### src/rtl/lps_pkg.sv
package lps_pkg;

    localparam int PIX_ADDR_W     = 9;
    localparam int PIX_W          = 16;
    localparam int BYTE_W         = 8;
    localparam int NUM_BANKS      = 8;
    localparam int BANK_SEL_W     = 3;
    localparam int MAX_RUN        = 8;
    localparam int RUN_CNT_W      = 3;
    localparam int PLANE_W        = 3;
    localparam int ROW_SEL_W      = 3;
    localparam int DUR_W          = 16;
    localparam int NUM_PLANE_REGS = 5;
    localparam int CFG_INDEX_W    = 3;
    localparam int GREEN_BASE     = 6;
    localparam int BLUE_BASE      = 11;
    localparam int CMD_FIFO_DEPTH = 2;
    localparam int CMD_PTR_W      = 1;
    localparam int CMD_CNT_W      = 2;

    localparam logic FUNC_WRITE = 1'b0;
    localparam logic FUNC_TICK  = 1'b1;

    typedef logic [DUR_W-1:0] plane_time_t;

    localparam plane_time_t PLANE_TIME_RESET [NUM_PLANE_REGS] = '{
        16'd500, 16'd1200, 16'd2500, 16'd6000, 16'd15000
    };

    typedef enum logic {
        CMD_WRITE,
        CMD_TICK
    } cmd_kind_t;

    typedef struct packed {
        cmd_kind_t               kind;
        logic [PIX_ADDR_W-1:0]   addr;
        logic [PIX_W-1:0]        value;
    } cmd_t;

    typedef struct packed {
        logic empty;
        logic full;
    } fifo_status_t;

    typedef enum logic [1:0] {
        ST_FETCH,
        ST_ISSUE,
        ST_CAPTURE
    } scan_state_t;

endpackage

### src/rtl/lps_cmd_fifo.sv
module lps_cmd_fifo import lps_pkg::*; (
    input  logic         aclk,
    input  logic         aresetn,
    input  logic         push,
    input  cmd_t         push_cmd,
    input  logic         pop,
    output cmd_t         head,
    output fifo_status_t status
);

    cmd_t                 entry_reg [CMD_FIFO_DEPTH];
    logic [CMD_PTR_W-1:0] wr_ptr_reg;
    logic [CMD_PTR_W-1:0] wr_ptr_next;
    logic [CMD_PTR_W-1:0] rd_ptr_reg;
    logic [CMD_PTR_W-1:0] rd_ptr_next;
    logic [CMD_CNT_W-1:0] count_reg;
    logic [CMD_CNT_W-1:0] count_next;

    always_comb begin
        status.empty = (count_reg == '0);
        status.full  = (count_reg == CMD_CNT_W'(CMD_FIFO_DEPTH));
        head         = entry_reg[rd_ptr_reg];
        wr_ptr_next  = push ? wr_ptr_reg + CMD_PTR_W'(1) : wr_ptr_reg;
        rd_ptr_next  = pop ? rd_ptr_reg + CMD_PTR_W'(1) : rd_ptr_reg;
        count_next   = count_reg;
        if (push && !pop) begin
            count_next = count_reg + CMD_CNT_W'(1);
        end else if (pop && !push) begin
            count_next = count_reg - CMD_CNT_W'(1);
        end
    end

    always_ff @(posedge aclk) begin
        if (!aresetn) begin
            wr_ptr_reg <= '0;
            rd_ptr_reg <= '0;
            count_reg  <= '0;
        end else begin
            wr_ptr_reg <= wr_ptr_next;
            rd_ptr_reg <= rd_ptr_next;
            count_reg  <= count_next;
        end
    end

    always_ff @(posedge aclk) begin
        if (push) begin
            entry_reg[wr_ptr_reg] <= push_cmd;
        end
    end

endmodule

### config.mk
export PLATFORM = sky130hd
export DESIGN_NAME = lps_cmd_fifo
export DESIGN_NICKNAME = d
export VERILOG_FILES = /design/src/rtl/lps_pkg.sv /design/src/rtl/lps_cmd_fifo.sv
export SDC_FILE = /design/constraint.sdc
export NUM_CORES = 1
export LEC_CHECK = 0
export CORE_MARGIN = 8
export CORE_UTILIZATION = 25
export CTS_CLUSTER_SIZE = 16
export DETAILED_ROUTE_END_ITERATION = 7
export DONT_BUFFER_PORTS = 1
export PLACE_DENSITY_LB_ADDON = 0.25
export SYNTH_ARGS = -nofsm -noshare
export SYNTH_HDL_FRONTEND = slang
export SYNTH_SLANG_ARGS = --single-unit
export TNS_END_PERCENT = 50
### constraint.sdc
create_clock -name aclk -period 2.25 [get_ports aclk]
set_input_delay 0.225 -clock aclk [delete_from_list [all_inputs] [get_ports aclk]]
set_output_delay 0.225 -clock aclk [all_outputs]
set_load 0.05 [all_outputs]
==> qor.csv <==
stage,metric,value,unit
drt,Via density,4.02,
floorplanning,Rows,33,
sta,Setup TNS,0,ns
logic_synthesis,synth warn,0,
clock_network,Post-CTS Setup Repair Bufs,0,
worst_setup_path,CP arrival,1.40,ns
floorplanning,Top-Level Pins,58,
sta,Max Fclk,617,MHz
place,pre-CTS setup slack,0.954,ns
power,PwrDens,962,mW/mm^2
worst_setup_path,WP data required,2.03,ns
floorplanning,die area,0.0116,sq mm
run_status,status,"complete, no violations",
place,gpl congestion,0.620,
clock_network,"Reg clk slew, reported paths",0.06,ns
global_routing,global-route wire length before repair,6330,um
global_routing,total global routing overflow,0,
power,Max IR drop VDD,360,uV
drt,wire length per cell,16.0,um
clock_network,Sink Count,57,
logic_synthesis,Synth Flop Type,edfxtp_1,
logic_synthesis,sequential fraction of the synthesis area,79.4,%
place,IO Port Bufs,0,
global_routing,number of global-route vias before repair,1183,
sta,fin worst setup slack,0.629,ns
drt,DRT iter0 DRCs,34,
logic_synthesis,"Cell Area, Synth",0.00209,sq mm
drt,Vias,1028,
power,Switch Pwr,690,uW
power,Net Sw Frac,26.1,%
power,sequential share of power,46.8,%
drt,final antenna-violating net count,0,
floorplanning,core footprint,0.00818,sq mm
worst_setup_path,startpoint types,flop,
worst_setup_path,Worst Path Max Fanout,15,
logic_synthesis,Seq cells post-synth,57,
clock_network,clock root buffer,clkbuf_8,
clock_network,CTS tree,yes,
drt,DRT Pass-1 Iters,4,
floorplanning,Die Height,108,um
place,DPL Wire Length,2830,um
logic_synthesis,"Async S/R FF share, synth",0,%
logic_synthesis,syn_nets,134,
cells_and_area,ant diodes,0,
logic_synthesis,post-synth top area cell,edfxtp_1,
logic_synthesis,syn_area_per_cell,20.3,sq um
sta,final hold slack,0.0282,ns
sta,min cycle time layout,1.62,ns
logic_synthesis,Post-synth top cells,"edfxtp_1, mux2_2, dfxtp_1",
hold_path,Worst Hold Class,in -> reg,
sta,relative slew slack,81.1,%
flow_run,Max-Cap Viols,0,
power,Clk pwr share,37.8,%
worst_setup_path,CP Capture Type,output port,
worst_setup_path,crit path kind,reg -> out,
logic_synthesis,Netlist cell types,17,
drt,DRC Markers,0,
power,Static Leak,0.935,nW
logic_synthesis,"EDFF count, synth",52,
sta,setup violators final,0,
floorplanning,starting density of the core,25.6,%
cells_and_area,Area Overhead vs Synth,31.4,%
global_routing,GRT Resource Usage Total,7.63,%
sta,Clock Skew,0.0107,ns
logic_synthesis,Yosys top cell area share,74.6,%
sta,Tightest Pin Transition,0.284,ns
logic_synthesis,"top cells by area, synth","edfxtp_1, mux2_2, dfxtp_1",
floorplanning,Die Wd,108,um
cells_and_area,Largest register FFs,52,
sta,Final Max Tran Viols,0,
sta,fin crit share,72.0,%
drt,final WL,4090,um
clock_network,Clock Latency Late Sink,0.33,ns
clock_network,TritonCTS Buffers,9,
logic_synthesis,top-count cell post-synth,edfxtp_1,
clock_network,CTS Buffer Depth,2,
power,combinational group share of total power,15.4,%
cells_and_area,NumNets Final,177,
clock_network,H-tree Lvls,3,
power,Cell Int Power,1.95,mW
sta,Final Hold Viols,0,
global_routing,initial antenna violation count,0,
sta,RSZ-0062 raised after global routing,no,
global_routing,largest net degree at the start of global routing,16,
logic_synthesis,cell count after synthesis,103,
cells_and_area,share of layout cells above drive strength 1,31.8,%
-- metal layers --
layer	wire length (um)	part of all wire, %	global-route usage [%]	vias up
met4	85	2.1	5.35	0
met2	2170	53	12.8	37
met3	336	8.2	3.77	6
li1	-	-	-	478
met5	0	0	0	-
met1	1500	37	7.14	507
-- cell usage in the layout, fill, tap and decap left out --
master         count
or3_1              1
edfxtp_1          52
o21ai_0            1
o21a_1             1
nor2_1             1
dfxtp_1            5
ha_1               1
nor2b_1            1
bufinv_16          2
clkbuf_1           1
mux2_2            26
clkinvlp_4         2
buf_4              7
a21boi_1           1
clkinv_1           2
nor2b_2            1
clkbuf_8           9
inv_1              1
and2b_2            1
xnor2_1            1
and2_1             4
dlygate4sd3_1     28
xor2_1             2
-- per-stage QoR --
stage	total power, mW	utilization, %	instance area (sq um)	cells
finish	2.64	33.6	2750	256
global route	2.75	33.6	2750	256
CTS	2.69	33.5	2740	255
detailed placement	1.63	27.6	2260	212
global placement	1.62	27.6	2260	212
floorplan	1.58	-	2090	103
-- power groups by stage --
stage / clock [mW] / sequential [mW] / combinational [mW]
3_3_place_gp: 0 / 1.26 / 0.363
2_1_floorplan: 0 / 1.26 / 0.320
3_5_place_dp: 0 / 1.26 / 0.366
4_1_cts: 1.03 / 1.24 / 0.414
6_report: 1.00 / 1.24 / 0.407
5_1_grt: 1.08 / 1.24 / 0.428
-- worst max-delay path, cell delays in order, from the launching register on --
cell	delay, ns
dfxtp_1	0.33
buf_4	0.24
mux2_2	0.50
-- what timing repair did --
item,4_1_cts,5_1_grt
hold buffers,27,1
endpoints found under the hold margin,54,1
gates resized for setup,0,0
endpoints found under the setup margin,0,0
-- final timing paths --
path / startpoint / cells past startpoint / slack [ns] / to
min: aresetn / 1 / 0.03 / flop
min reg2reg: count_reg[1] / 2 / 0.52 / count_reg[1]
max reg2reg: count_reg[0] / 3 / 1.19 / count_reg[1]
max: flop / 2 / 0.63 / head[20]
-- logic make-up after synthesis --
kind of cell,after synthesis,share of synthesized area [%]
AOI/OAI and AO/OA,3,0.956
xor gates and xnor gates,3,1.26
adders and majority gates,1,0.598
buffers and inverters,4,1.14
DFF,57,79.4
muxes,26,14.0
and+or+nand+nor,9,2.69
-- cell type report --
class                           count  area (sq um)
Clock buffer                       10           128
Sequential cell                    57          1660
Inverter                            1          3.75
Tap cell                          105           131
Timing Repair Buffer               35           333
Clock inverter                      6          82.6
Multi-Input combinational cell     42           410
Fill cell                         806          5430
No activity file was read; power rests on OpenSTA's default activity.
