**src/rtl/lps_pkg.sv**
```systemverilog
package lps_pkg;

    localparam int PIX_ADDR_W     = 9;
    localparam int PIX_W          = 16;
    localparam int BYTE_W         = 8;
    localparam int NUM_BANKS      = 8;
    localparam int BANK_SEL_W     = 3;
    localparam int MAX_RUN        = 8;
    localparam int RUN_CNT_W      = 3;
    localparam int PLANE_W        = 3;
    localparam int ROW_SEL_W      = 3;
    localparam int DUR_W          = 16;
    localparam int NUM_PLANE_REGS = 5;
    localparam int CFG_INDEX_W    = 3;
    localparam int GREEN_BASE     = 6;
    localparam int BLUE_BASE      = 11;
    localparam int CMD_FIFO_DEPTH = 2;
    localparam int CMD_PTR_W      = 1;
    localparam int CMD_CNT_W      = 2;

    localparam logic FUNC_WRITE = 1'b0;
    localparam logic FUNC_TICK  = 1'b1;

    typedef logic [DUR_W-1:0] plane_time_t;

    localparam plane_time_t PLANE_TIME_RESET [NUM_PLANE_REGS] = '{
        16'd500, 16'd1200, 16'd2500, 16'd6000, 16'd15000
    };

    typedef enum logic {
        CMD_WRITE,
        CMD_TICK
    } cmd_kind_t;

    typedef struct packed {
        cmd_kind_t               kind;
        logic [PIX_ADDR_W-1:0]   addr;
        logic [PIX_W-1:0]        value;
    } cmd_t;

    typedef struct packed {
        logic empty;
        logic full;
    } fifo_status_t;

    typedef enum logic [1:0] {
        ST_FETCH,
        ST_ISSUE,
        ST_CAPTURE
    } scan_state_t;

endpackage

```
**src/rtl/lps_back.sv**
```systemverilog
module lps_back import lps_pkg::*; #(
    parameter int COLUMNS   = 32,
    parameter int ROWS      = 16,
    parameter int SCAN_ROWS = 8,
    parameter int PLANES    = 5
) (
    input  logic                                          aclk,
    input  logic                                          aresetn,
    input  fifo_status_t                                  q_status,
    input  cmd_t                                          q_head,
    output logic                                          q_pop,
    output logic                                          mem_wr_en,
    output logic [$clog2(COLUMNS*ROWS)-1:0]               mem_wr_addr,
    output logic [PIX_W-1:0]                              mem_wr_data,
    output logic                                          mem_rd_en,
    output logic [$clog2(COLUMNS*ROWS)-BANK_SEL_W-1:0]    mem_rd_idx  [NUM_BANKS],
    input  logic [PIX_W-1:0]                              mem_rd_data [NUM_BANKS],
    input  plane_time_t                                   plane_time  [NUM_PLANE_REGS],
    output logic                                          m_valid,
    input  logic                                          m_ready,
    output logic [BYTE_W-1:0]                             m_red_bits,
    output logic [BYTE_W-1:0]                             m_green_bits,
    output logic [BYTE_W-1:0]                             m_blue_bits,
    output logic [ROW_SEL_W-1:0]                          m_row_select,
    output logic [PLANE_W-1:0]                            m_plane_index,
    output logic                                          m_blank,
    output logic [DUR_W-1:0]                              m_duration,
    output logic                                          m_frame_done,
    output logic                                          m_last
);

    localparam int DEPTH  = COLUMNS * ROWS;
    localparam int ADDR_W = $clog2(DEPTH);
    localparam int IDX_W  = ADDR_W - BANK_SEL_W;
    localparam int PR_W   = $clog2(ROWS);
    localparam int RC_W   = (SCAN_ROWS > 1) ? $clog2(SCAN_ROWS) : 1;
    localparam int CB_W   = $clog2(COLUMNS);
    localparam int STEP_W = $clog2(ROWS + SCAN_ROWS + 1);

    scan_state_t          state_reg;
    scan_state_t          state_next;

    logic [PLANE_W-1:0]   plane_reg;
    logic [PLANE_W-1:0]   plane_next;
    logic [RC_W-1:0]      row_reg;
    logic [RC_W-1:0]      row_next;

    logic [PLANE_W-1:0]   tick_plane_reg;
    logic [RC_W-1:0]      tick_row_reg;
    logic [DUR_W-1:0]     tick_dur_reg;
    logic                 tick_done_reg;
    logic                 tick_done_next;

    logic [PR_W-1:0]      prow_reg;
    logic [PR_W-1:0]      prow_first_reg;
    logic [ADDR_W-1:0]    rowbase_reg;
    logic [ADDR_W-1:0]    rowstart_reg;
    logic [CB_W-1:0]      colbase_reg;
    logic [RUN_CNT_W-1:0] k_reg;
    logic                 byte_last_reg;
    logic                 byte_last_next;
    logic [2:0]           top_lo_reg;
    logic [BYTE_W-1:0]    bit_ok_reg;
    logic [BYTE_W-1:0]    bit_ok_next;

    logic                 out_valid_reg;
    logic [BYTE_W-1:0]    out_red_reg;
    logic [BYTE_W-1:0]    out_green_reg;
    logic [BYTE_W-1:0]    out_blue_reg;
    logic [ROW_SEL_W-1:0] out_row_reg;
    logic [PLANE_W-1:0]   out_plane_reg;
    logic                 out_blank_reg;
    logic [DUR_W-1:0]     out_dur_reg;
    logic                 out_done_reg;
    logic                 out_last_reg;

    logic                 out_free;
    logic                 tick_load;
    logic                 out_load;
    logic                 tick_nonempty;
    logic                 plane_wrap;
    logic                 row_wrap;
    logic [31:0]          row_base32;
    logic [31:0]          wr_addr32;
    logic [31:0]          row32;

    logic [ADDR_W-1:0]    top;
    logic [IDX_W-1:0]     top_hi;
    logic [2:0]           top_lo;
    logic [STEP_W-1:0]    prow_sum;
    logic                 prow_wrap;
    logic [CB_W:0]        col_sum;
    logic                 col_end;

    logic [BYTE_W-1:0]    red_c;
    logic [BYTE_W-1:0]    green_c;
    logic [BYTE_W-1:0]    blue_c;

    assign out_free      = !out_valid_reg || m_ready;
    assign tick_nonempty = (row_reg < ROWS);
    assign plane_wrap    = ((32'(plane_reg) + 32'd1) >= PLANES);
    assign row_wrap      = ((32'(row_reg) + 32'd1) >= SCAN_ROWS);
    assign row_base32    = 32'(row_reg) * 32'(COLUMNS);
    assign wr_addr32     = 32'(q_head.addr);
    assign row32         = 32'(tick_row_reg);

    always_comb begin
        state_next = state_reg;
        case (state_reg)
            ST_FETCH: begin
                if (!q_status.empty && (q_head.kind == CMD_TICK) && tick_nonempty) begin
                    state_next = ST_ISSUE;
                end
            end
            ST_ISSUE: begin
                if (out_free) begin
                    state_next = ST_CAPTURE;
                end
            end
            ST_CAPTURE: begin
                state_next = byte_last_reg ? ST_FETCH : ST_ISSUE;
            end
            default: begin
                state_next = ST_FETCH;
            end
        endcase
    end

    always_comb begin
        q_pop     = 1'b0;
        mem_wr_en = 1'b0;
        tick_load = 1'b0;
        mem_rd_en = 1'b0;
        out_load  = 1'b0;
        case (state_reg)
            ST_FETCH: begin
                q_pop     = !q_status.empty;
                mem_wr_en = !q_status.empty && (q_head.kind == CMD_WRITE);
                tick_load = !q_status.empty && (q_head.kind == CMD_TICK);
            end
            ST_ISSUE: begin
                mem_rd_en = out_free;
            end
            ST_CAPTURE: begin
                out_load = 1'b1;
            end
            default: begin
                q_pop = 1'b0;
            end
        endcase
    end

    assign mem_wr_addr = wr_addr32[ADDR_W-1:0];
    assign mem_wr_data = q_head.value;

    always_comb begin
        plane_next     = plane_reg;
        row_next       = row_reg;
        tick_done_next = 1'b0;
        if (plane_wrap) begin
            plane_next = '0;
            if (row_wrap) begin
                row_next       = '0;
                tick_done_next = 1'b1;
            end else begin
                row_next = row_reg + RC_W'(1);
            end
        end else begin
            plane_next = plane_reg + PLANE_W'(1);
        end
    end

    // The byte covers addresses top-7 .. top; bit b comes from address top-b.
    always_comb begin
        top    = rowbase_reg + ADDR_W'(COLUMNS - 1) - ADDR_W'(colbase_reg);
        top_hi = top[ADDR_W-1:BANK_SEL_W];
        top_lo = top[BANK_SEL_W-1:0];
        for (int j = 0; j < NUM_BANKS; j++) begin
            if ((3'(j) <= top_lo) || (top_hi == '0)) begin
                mem_rd_idx[j] = top_hi;
            end else begin
                mem_rd_idx[j] = top_hi - IDX_W'(1);
            end
        end
        for (int b = 0; b < BYTE_W; b++) begin
            bit_ok_next[b] = (top_hi != '0) || (top_lo >= 3'(b));
        end
        prow_sum       = STEP_W'(prow_reg) + STEP_W'(SCAN_ROWS);
        prow_wrap      = (prow_sum >= STEP_W'(ROWS));
        col_sum        = (CB_W + 1)'(colbase_reg) + (CB_W + 1)'(BYTE_W);
        col_end        = (col_sum >= (CB_W + 1)'(COLUMNS));
        byte_last_next = (k_reg == RUN_CNT_W'(MAX_RUN - 1)) || (prow_wrap && col_end);
    end

    always_comb begin
        logic [2:0]       bank;
        logic [PIX_W-1:0] px;
        bank = '0;
        px   = '0;
        for (int b = 0; b < BYTE_W; b++) begin
            bank       = top_lo_reg - 3'(b);
            px         = mem_rd_data[bank];
            red_c[b]   = bit_ok_reg[b] & px[4'(tick_plane_reg)];
            green_c[b] = bit_ok_reg[b] & px[4'(tick_plane_reg) + 4'(GREEN_BASE)];
            blue_c[b]  = bit_ok_reg[b] & px[4'(tick_plane_reg) + 4'(BLUE_BASE)];
        end
    end

    always_ff @(posedge aclk) begin
        if (!aresetn) begin
            state_reg     <= ST_FETCH;
            plane_reg     <= '0;
            row_reg       <= '0;
            out_valid_reg <= 1'b0;
        end else begin
            state_reg <= state_next;
            if (tick_load) begin
                plane_reg <= plane_next;
                row_reg   <= row_next;
            end
            if (out_load) begin
                out_valid_reg <= 1'b1;
            end else if (m_ready) begin
                out_valid_reg <= 1'b0;
            end
        end
    end

    always_ff @(posedge aclk) begin
        if (tick_load) begin
            tick_plane_reg <= plane_reg;
            tick_row_reg   <= row_reg;
            tick_dur_reg   <= plane_time[plane_reg];
            tick_done_reg  <= tick_done_next;
            prow_reg       <= PR_W'(row_reg);
            prow_first_reg <= PR_W'(row_reg);
            rowbase_reg    <= row_base32[ADDR_W-1:0];
            rowstart_reg   <= row_base32[ADDR_W-1:0];
            colbase_reg    <= '0;
            k_reg          <= '0;
        end
        if (mem_rd_en) begin
            top_lo_reg    <= top_lo;
            bit_ok_reg    <= bit_ok_next;
            byte_last_reg <= byte_last_next;
            k_reg         <= k_reg + RUN_CNT_W'(1);
            if (prow_wrap) begin
                prow_reg    <= prow_first_reg;
                rowbase_reg <= rowstart_reg;
                colbase_reg <= col_sum[CB_W-1:0];
            end else begin
                prow_reg    <= prow_sum[PR_W-1:0];
                rowbase_reg <= rowbase_reg + ADDR_W'(SCAN_ROWS * COLUMNS);
            end
        end
        if (out_load) begin
            out_red_reg   <= red_c;
            out_green_reg <= green_c;
            out_blue_reg  <= blue_c;
            out_row_reg   <= row32[ROW_SEL_W-1:0];
            out_plane_reg <= tick_plane_reg;
            out_blank_reg <= (tick_plane_reg == '0);
            out_dur_reg   <= tick_dur_reg;
            out_done_reg  <= tick_done_reg;
            out_last_reg  <= byte_last_reg;
        end
    end

    assign m_valid       = out_valid_reg;
    assign m_red_bits    = out_red_reg;
    assign m_green_bits  = out_green_reg;
    assign m_blue_bits   = out_blue_reg;
    assign m_row_select  = out_row_reg;
    assign m_plane_index = out_plane_reg;
    assign m_blank       = out_blank_reg;
    assign m_duration    = out_dur_reg;
    assign m_frame_done  = out_done_reg;
    assign m_last        = out_last_reg;

endmodule

```
**config.mk**
```make
export PLATFORM = sky130hd
export DESIGN_NAME = lps_back
export DESIGN_NICKNAME = d
export VERILOG_FILES = /design/src/rtl/lps_pkg.sv /design/src/rtl/lps_back.sv
export SDC_FILE = /design/constraint.sdc
export NUM_CORES = 1
export LEC_CHECK = 0
export ABC_AREA = 1
export BUFFER_PORTS_ARGS = -buffer_cell sky130_fd_sc_hd__buf_2
export CAP_MARGIN = 20
export CORE_MARGIN = 2
export CORE_UTILIZATION = 30
export CTS_BUF_LIST = sky130_fd_sc_hd__clkbuf_4 sky130_fd_sc_hd__clkbuf_8
export CTS_CLUSTER_DIAMETER = 60
export DETAILED_ROUTE_END_ITERATION = 8
export PLACE_DENSITY_LB_ADDON = 0.1
export SLEW_MARGIN = 20
export SYNTH_ARGS = -nofsm -noshare
export SYNTH_HDL_FRONTEND = slang
export SYNTH_SLANG_ARGS = --single-unit
```
**constraint.sdc**
```tcl
create_clock -name aclk -period 4.4 [get_ports aclk]
set_clock_uncertainty 0.05 [all_clocks]
set_input_delay 0.22 -clock aclk [delete_from_list [all_inputs] [get_ports aclk]]
set_output_delay 0.22 -clock aclk [all_outputs]
set_load 0.02 [all_outputs]
```
==> flow_summary.ini <==
[global_route]
antenna_found_initial = 0
grt_pass1_vias = 14326
grt_pass1_wl_um = 82610
grt_max_degree = 89
grt_overflow = 0
grt.total_usage_pct = 25.04

[cts]
cts_buffers = 9
clk_path_buf_depth = 2
htreeDepth = 3
cts_resized = 0
post_cts_buffers = 0
hold_buffers = 1
cts_tree = built
path_clk_slew_ps = 140
clkLatencyLatePin_ps = 400
root_buffer = clkbuf_8
clock-sinks = 105

[synthesis]
synth_edf_count = 94
synth_most_common_cell = nand3_1
synthTopCellsByArea = nand3_1 40%, edfxtp_1 23%, nand2_1 15%
async_flop_share_pct = 0
netlist_top_cells_count = 971 x nand3_1, 476 x nand2_1, 94 x edfxtp_1, 66 x clkbuf_1, 63 x a21oi_1
netlist_area_mm2 = 0.01229
synth_cell_types = 37
synth_compound_area_share_pct = 7.053
yosys_warnings = 0
synth-seq-cells = 105
syn_inst = 2026
synth_top_family_by_area = simple AND/OR/NAND/NOR gates
yosys.area.top_type = nand3_1
synth_flop_cell = edfxtp_1
synth_simple_gate_area_share_pct = 56.02
synth_xor_area_share_pct = 1.201
syn_area_per_cell_um2 = 6.068
synth_fp_nets = 2282
synth_fa_ha_area_share_pct = 1.730
muxShareOfSynthArea_pct = 0
ys_seq_area_share_pct = 24.75
synth_top_cell_area_share_pct = 39.53

[cells_and_area]
fin_nets = 2455
syn2layout_area_growth_pct = 14.86
diodes = 0
drive_above_1_share_pct = 17.83
final_area_mm2 = 0.01412
fillers = 4501

[routing]
antenna_left = 0
avgViaCountPerCell = 5.685
wl_per_cell_um = 20.05
drc_errors = 0
vias = 15553
routed_wl_um = 54840
drtPass1Iterations = 6
drt_iter0_markers = 1512

[timing]
min_period_ps = 3505
max_freq_ghz = 0.2853
rsz0062_at_grt = no
tightestPinTransition_ps = 904.9
maxSlewViolCount = 0
timing.final.ws_setup_ps = 894.9
fin_crit_sh_pct = 79.66
setup_tns_ps = 0
hold_violations = 0
setup_violations = 0
slew_headroom_pct = 39.59

[critical_path]
critical_path.cell_chain = inv_1 -> ha_1 -> nor2_1 -> xor2_2 -> inv_2 -> nand2_4 -> nand2_4 -> nor2_4 -> nand2_2 -> inv_2 -> nand2_1 -> o21ai_0 -> buf_2
cp_max_fo = 12
reg2reg_slack_ps = 1180
cp.required_ps = 4130
worstSetupStartpointType = register
critical_path_arrival_ps = 3240
cpPeakStageDelay_ps = 480
cp-end-kind = output port
path_class = reg2out
slowest_stage = edfxtp_1

[floorplan]
initial_utilization_pct = 30.24
placement_rows = 74
boundaryPins = 365
core_area_mm2 = 0.04065
die_h_um = 206.4
die_area_mm2 = 0.04261
dieWidth_um = 206.4

[power_and_ir_drop]
p_leak_nw = 6.446
power_density_mw_per_mm2 = 240.7
ir_drop_mv = 0.1552

[min_path]
hp-class = in2reg

[placed_design]
io_buffers = 313
place_area_mm2 = 0.01387
place_ws_ps = 1287
gp_congestion = 0.9521
dpl.hpwl_um = 41250

[run]
drv_cap = 0

[outcome]
outcome = finished clean
[cells in the final DEF, fill, tap and decap left out, drive strengths merged, types with 2 or more instances in the layout]
cell	n
clkinv	11
clkbuf	9
buf	348
o22ai	3
a21oi	64
nor2	36
inv	54
a31oi	2
xnor2	2
dfxtp	11
o21ai	59
nand3	971
edfxtp	94
a221o	16
xor2	14
nor3	2
or2	2
ha	17
nand2	482
o211ai	2
a211oi	2
[final timing paths]
path | endpoint | cells after the start | from
min reg2reg | m_duration[7] | 0 | tick_dur_reg[7]
max | mem_rd_idx[41] | 13 | prow_reg[1]
max reg2reg | m_green_bits[7] | 12 | top_lo_reg[0]
min | m_valid | 4 | m_ready
[per-layer routing]
metal  up-vias  track usage, %  routed length, um
met1      7271           33.58              23930
li1       7481               -                  -
met2       713           40.06              24610
met4         0           8.444               1593
met3        88           4.872               4710
met5         -               0                  0
[cell type report]
class / instances / area, um2 / share of cell area (%)
clock buffers: 9 / 123.9 / 0.8773
flip-flops and latches: 105 / 3043 / 21.55
clock inverters: 7 / 91.34 / 0.6469
multi-input cells: 1676 / 8117 / 57.48
well taps: 532 / 665.6 / 4.714
inverters: 58 / 220.2 / 1.560
repair buffers: 349 / 1859 / 13.17
[critical path: cells and delay by family (launching register included)]
kind	cells	cell delay [ps]
flops	1	480
xor+xnor	1	250
compound gates	1	130
fa+ha+maj	1	270
buf+inv	4	700
simple gates	6	990
[power by group]
group,leakage (nW),internal [mW],switching [mW]
logic,5.40,0.504,1.09
clock network,0.106,0.233,0.407
registers,0.941,1.14,0.0317
total,6.45,1.87,1.52
[cells by family after synthesis]
group	Yosys count
AO/OA/AOI/OAI	149
AND/OR/NAND/NOR	1494
flip-flops	105
adder cells (fa/ha/maj)	17
buffers and inverters	245
XOR/XNOR	16
[per-stage QoR]
| stage | total power, mW | hold slack, ps | util, % | instances |
|---|---|---|---|---|
| after floorplan | 2.261 | 296.7 | - | 2026 |
| after global placement | 2.757 | 351.9 | 34.12 | 2718 |
| after detailed placement | 2.763 | 355.2 | 34.12 | 2718 |
| after CTS | 3.419 | 19.42 | 34.67 | 2735 |
| after global routing | 3.624 | 62.74 | 34.74 | 2736 |
| final | 3.399 | 42.91 | 34.74 | 2736 |
Power figures use the tool's default switching activity.
